===== src/hw/rtl/cpt_pkg.sv =====
// Shared types and constants for the convex polygon point test.
package cpt_pkg;

   localparam int COORD_W = 24;
   localparam int DIFF_W  = COORD_W + 1;
   localparam int PROD_W  = 2 * DIFF_W;

   localparam logic OP_APPEND   = 1'b0;
   localparam logic OP_QUERY    = 1'b1;
   localparam logic STATUS_OK   = 1'b0;
   localparam logic STATUS_FULL = 1'b1;

   typedef struct packed {
      logic                       op;
      logic signed [COORD_W-1:0]  x_coord;
      logic signed [COORD_W-1:0]  y_coord;
   } req_type;

   typedef struct packed {
      logic inside_res;
      logic status;
   } rsp_type;

   // Stored vertex: y in the upper half, x in the lower half.
   typedef struct packed {
      logic signed [COORD_W-1:0] y;
      logic signed [COORD_W-1:0] x;
   } vertex_type;

   // Tag that travels with each vertex read during a query walk.
   typedef struct packed {
      logic vld;
      logic first;   // read of vertex 0, only primes the previous vertex
      logic edge0;   // completes the first edge
      logic last;    // completes the closing edge
   } edge_tag_type;

   typedef struct packed {
      logic done;
      logic enclosed;
   } verdict_type;

   typedef enum logic [1:0] {
      ST_IDLE,
      ST_WALK,
      ST_DRAIN,
      ST_REPLY
   } ctl_state_type;

endpackage


===== src/hw/rtl/cpt_cross_pipe.sv =====
// Edge pipeline: differences, cross products, sign check and running verdict.
module cpt_cross_pipe
   import cpt_pkg::*;
(
   input  logic         clock,
   input  logic         reset,
   input  edge_tag_type tag_in,
   input  vertex_type   rd_vertex,
   input  vertex_type   point,
   output verdict_type  verdict
);

   // stage 1: previous vertex and differences
   vertex_type               prev_ff, prev_in;
   logic signed [DIFF_W-1:0] ax_ff, ay_ff, bx_ff, by_ff;
   logic signed [DIFF_W-1:0] ax_in, ay_in, bx_in, by_in;
   logic                     s2_vld_ff, s2_vld_in;
   logic                     s2_edge0_ff, s2_last_ff;

   // stage 2: products
   logic signed [PROD_W-1:0] p1_ff, p2_ff, p1_in, p2_in;
   logic                     s3_vld_ff, s3_edge0_ff, s3_last_ff;

   // stage 3: sign and running verdict
   logic cur_pos, cur_zero, fail, inside_now;
   logic prev_pos_ff, prev_zero_ff, inside_ff;

   always_comb begin
      prev_in   = tag_in.vld ? rd_vertex : prev_ff;
      s2_vld_in = tag_in.vld & ~tag_in.first;
      ax_in = {point.x[COORD_W-1], point.x} - {prev_ff.x[COORD_W-1], prev_ff.x};
      ay_in = {point.y[COORD_W-1], point.y} - {prev_ff.y[COORD_W-1], prev_ff.y};
      bx_in = {rd_vertex.x[COORD_W-1], rd_vertex.x} - {prev_ff.x[COORD_W-1], prev_ff.x};
      by_in = {rd_vertex.y[COORD_W-1], rd_vertex.y} - {prev_ff.y[COORD_W-1], prev_ff.y};
      p1_in = ax_ff * by_ff;
      p2_in = ay_ff * bx_ff;
   end

   // cross = p1 - p2; only its sign matters
   always_comb begin
      cur_pos    = p1_ff > p2_ff;
      cur_zero   = p1_ff == p2_ff;
      fail       = cur_zero | prev_zero_ff | (cur_pos != prev_pos_ff);
      inside_now = s3_edge0_ff | (inside_ff & ~fail);
   end

   always_ff @(posedge clock) begin
      prev_ff <= prev_in;
      ax_ff   <= ax_in;
      ay_ff   <= ay_in;
      bx_ff   <= bx_in;
      by_ff   <= by_in;
      p1_ff   <= p1_in;
      p2_ff   <= p2_in;
      s2_edge0_ff <= tag_in.edge0;
      s2_last_ff  <= tag_in.last;
      s3_edge0_ff <= s2_edge0_ff;
      s3_last_ff  <= s2_last_ff;
      if (s3_vld_ff) begin
         prev_pos_ff  <= cur_pos;
         prev_zero_ff <= cur_zero;
      end
   end

   always_ff @(posedge clock) begin
      if (reset) begin
         s2_vld_ff <= 1'b0;
         s3_vld_ff <= 1'b0;
         inside_ff <= 1'b1;
      end else begin
         s2_vld_ff <= s2_vld_in;
         s3_vld_ff <= s2_vld_ff;
         if (s3_vld_ff) begin
            inside_ff <= inside_now;
         end
      end
   end

   assign verdict.done     = s3_vld_ff & s3_last_ff;
   assign verdict.enclosed = inside_now;

endmodule


===== config.mk =====
export PLATFORM = sky130hd
export DESIGN_NAME = cpt_cross_pipe
export DESIGN_NICKNAME = d
export VERILOG_FILES = /design/src/hw/rtl/cpt_pkg.sv /design/src/hw/rtl/cpt_cross_pipe.sv
export SDC_FILE = /design/constraint.sdc
export NUM_CORES = 2
export LEC_CHECK = 0
export CORE_MARGIN = 2
export CORE_UTILIZATION = 40
export CTS_BUF_LIST = sky130_fd_sc_hd__clkbuf_2 sky130_fd_sc_hd__clkbuf_4 sky130_fd_sc_hd__clkbuf_8
export DETAILED_ROUTE_END_ITERATION = 6
export DONT_BUFFER_PORTS = 1
export MAX_ROUTING_LAYER = met4
export SLEW_MARGIN = 30
export SYNTH_ARGS = -nofsm -noshare
export SYNTH_HDL_FRONTEND = slang
export SYNTH_SLANG_ARGS = --single-unit
export TNS_END_PERCENT = 20

===== constraint.sdc =====
create_clock -name clock -period 6.7 [get_ports clock]
set_input_delay 0.335 -clock clock [delete_from_list [all_inputs] [get_ports clock]]
set_output_delay 0.335 -clock clock [all_outputs]
set_load 0.01 [all_outputs]

==> impl_metrics.toml <==
[yosys]
syn_inst = 6009
synth_edf_count = 50
synthFlopType = "dfxtp_1"
ys_async_sr_fraction_pct = 0
netlist.area_leader.share_pct = 46.4
synth_seq_area_share_pct = 9.91
synth-seq-cells = 257
synth_common_cells = "1390 x inv_1, 1320 x fa_1, 708 x nand2_1"
ys_warn_count = 0
synth_cell_types = 80
syn_area_um2 = 57000
syn_area_per_cell_um2 = 9.48
synth_fp_nets = 7859
yosysTopAreaCell = "fa_1"
synth.most_common_cell = "inv_1"
yosys-top-cells-area = "fa_1 46%, ha_1 9.4%, inv_1 9.2%"

[clock_network]
clkLatencyLatePin_ns = 0.68
clk_path_buf_depth = 3
cts_sinks = 257
cts_buffers = 46
clk_pin_slew_ns = 0.07
cts-root-buf = "clkbuf_8"
h-tree-depth = 2
cts_tree = "done"

[placed_design]
gp_congestion = 0.912
detailed_place_hpwl_um = 131000
pre_cts_ws_ns = -0.826
portBuffers = 0

[detailed_routing]
wirelength_um = 154000
via_count = 41700
drtIter0Drc = 2505
wire_per_inst_um = 18.2
route.detailed.drc = 0
viasPerCell = 4.94
drt_first_pass_iters = 6
ant_nets = 0

[floorplan]
fp.dieH_um = 381
num_rows = 138
start_util_pct = 40.3
die_area_um2 = 145000
coreArea_um2 = 141000
boundaryPins = 104
die-width_um = 381

[run]
maxCapViolCount = 0

[worst_setup_path]
arrival_ns = 7.43
cp_cell_sequence = "buf_12 > and2_1 > fa_1 > inv_1 > fa_1 > fa_1 > inv_1 > fa_1 > inv_1 > fa_1 > fa_1 > fa_1 > inv_2 > ha_4 > nand3_4 > nor2_4 > nand2_2 > a2111oi_4 > o31ai_4 > buf_12 > o31ai_4 > a31oi_4 > o211a_1 > or3_1"
r2r-end = "p2_ff[46]"
r2r_start = "bx_ff[4]"
required_ns = 7.23
r2r_cells = 24
crit_path_max_fanout = 8
worst_setup_path_start_kind = "flip-flop"
cp_common_cell = "fa_1"
path_class = "reg -> reg"
slowest_delay_ns = 0.54
crit_path_end_kind = "flip-flop"
cpMaxStageDelayCell = "fa_1"
r2r_slack_ns = -0.21

[hold_path]
hold_start = "point[7]"
min_path_type = "in -> reg"
whs_path_depth = 2
holdPathEnd = "ax_ff[7]"

[global_routing]
grt_usage_pct = 22.6
overflow = 0
grt_pass1_wl_um = 250000
grt_pass1_vias = 45400
antenna_found_initial = 52
grt_max_degree = 49

[run_status]
failed_checks = "negative setup slack"
status = "complete, but fails checks"

[timing]
min_period_ns = 6.91
slew_headroom_pct = 39.6
post-route-period-util_pct = 103
rsz0062_at_grt = "true"
finalHoldViolCount = 0
worst_slack_ns = -0.208
worst-slew-pin-transition_ns = 0.896
clock_skew_ns = 0.0459
report.final.slew_viol_count = 0
fmax_mhz = 145
setup_viol = 7

[layout]
nFillCells = 13300
multi_input_area_um2 = 46100
synthToLayoutAreaGrowth_pct = 17.0
seq_area_um2 = 5760
layout.nets = 8305
drive_gt1_share_pct = 13.5
==> area by class of cell <==
cell class / instances / area share (%)
Clock buffer: 66 / 1.23
Multi-Input combinational cell: 4130 / 69.2
Inverter: 1391 / 7.85
Timing Repair Buffer: 629 / 9.03
Clock inverter: 19 / 0.297
Sequential cell: 257 / 8.65
Tap cell: 1890 / 3.55
Antenna cell: 56 / 0.210
==> logic make-up (layout without fill, tap and decap cells) <==
kind of cell	after synthesis	after routing	synth area share, %
other	0	56	0
and+or+nand+nor	1664	1664	14.5
buffers and inverters	1622	2105	10.7
DFF	257	257	9.91
xor gates and xnor gates	177	177	2.72
muxes	5	5	0.0900
AOI/OAI and AO/OA	536	536	6.31
adders and majority gates	1748	1748	55.8
==> worst max-delay path by stage <==
stage | end | start | slack [ns]
after floorplan | p2_ff[46] | ay_ff[11] | -0.04
after global placement | p1_ff[47] | by_ff[1] | -0.88
after detailed placement | p1_ff[47] | by_ff[1] | -0.83
after CTS | p2_ff[46] | bx_ff[4] | -0.20
final | p2_ff[46] | bx_ff[4] | -0.21
after global routing | p2_ff[46] | bx_ff[4] | -0.44
==> cell usage in the layout, fill, tap and decap left out, drive strengths merged, types with 6 or more instances in the layout <==
| master | instances |
|---|---|
| inv | 1390 |
| dlygate4sd3 | 80 |
| clkbuf | 68 |
| clkinv | 12 |
| a211oi | 19 |
| a2111oi | 6 |
| and2 | 595 |
| o21ai | 96 |
| nor2 | 131 |
| a21boi | 13 |
| a21o | 94 |
| nand4 | 27 |
| nor3b | 7 |
| dfxtp | 207 |
| nand3 | 41 |
| xor2 | 55 |
| a21oi | 148 |
| a31oi | 16 |
| a41oi | 8 |
| xnor2 | 122 |
| diode | 56 |
| o211ai | 14 |
| nand2 | 708 |
| ha | 428 |
| and3 | 21 |
| o31ai | 10 |
| o21a | 29 |
| nand2b | 36 |
| buf | 547 |
| or3 | 15 |
| o21bai | 26 |
| nor2b | 19 |
| edfxtp | 50 |
| o2111ai | 7 |
| nor4 | 7 |
| fa | 1320 |
| nor3 | 41 |
==> worst max-delay path: cells and delay by family (launching register included) <==
family                   cells  cell delay (ns)
flip-flops                   1             0.33
buffers and inverters        6             0.51
adder cells (fa/ha/maj)      8             3.86
AND/OR/NAND/NOR              5             0.80
AO/OA/AOI/OAI                5             1.24
==> flip-flops by register name (all words and copies together), names as in the netlist, 25 cells and up <==
name / flops
ay_ff: 25
p1_ff: 50
p2_ff: 50
ax_ff: 25
by_ff: 25
prev_ff: 48
bx_ff: 25
==> metrics by stage <==
| step | std cells | util, % | hold WS [ns] | instance area [um^2] | setup TNS (ns) |
|---|---|---|---|---|---|
| floorplan | 6009 | - | 0.310 | 57000 | -0.0852 |
| global route | 8417 | 47.1 | 0.0134 | 66600 | -4.21 |
| detailed placement | 8155 | 44.5 | 0.322 | 63000 | -9.08 |
| global placement | 8155 | 44.5 | 0.318 | 63000 | -7.81 |
| CTS | 8366 | 46.5 | 0.00338 | 65700 | -1.59 |
| finish | 8438 | 47.1 | 0.0392 | 66600 | -0.592 |
==> layer usage <==
metal / GRT usage [%] / vias to the layer above / part of all wire, % / wire, um
li1: - / 18900 / - / -
met1: 29.4 / 21500 / 41 / 63300
met2: 36.7 / 1037 / 48 / 74200
met3: 4.03 / 203 / 7.7 / 11900
met4: 5.34 / 0 / 2.8 / 4250
met5: - / - / 0 / 0
==> repair_timing <==
action                                  CTS  global route
resized for setup                       128           185
hold buffers                             81             0
endpoints found under the setup margin   35            39
pin swaps                                81           110
setup buffers                            46            17
gates cloned                              0             1
endpoints found under the hold margin   154             0
Power is left out: the tool's default activity adds up to more than one toggle a clock period on the data nets, which glitch-free logic cannot reach.
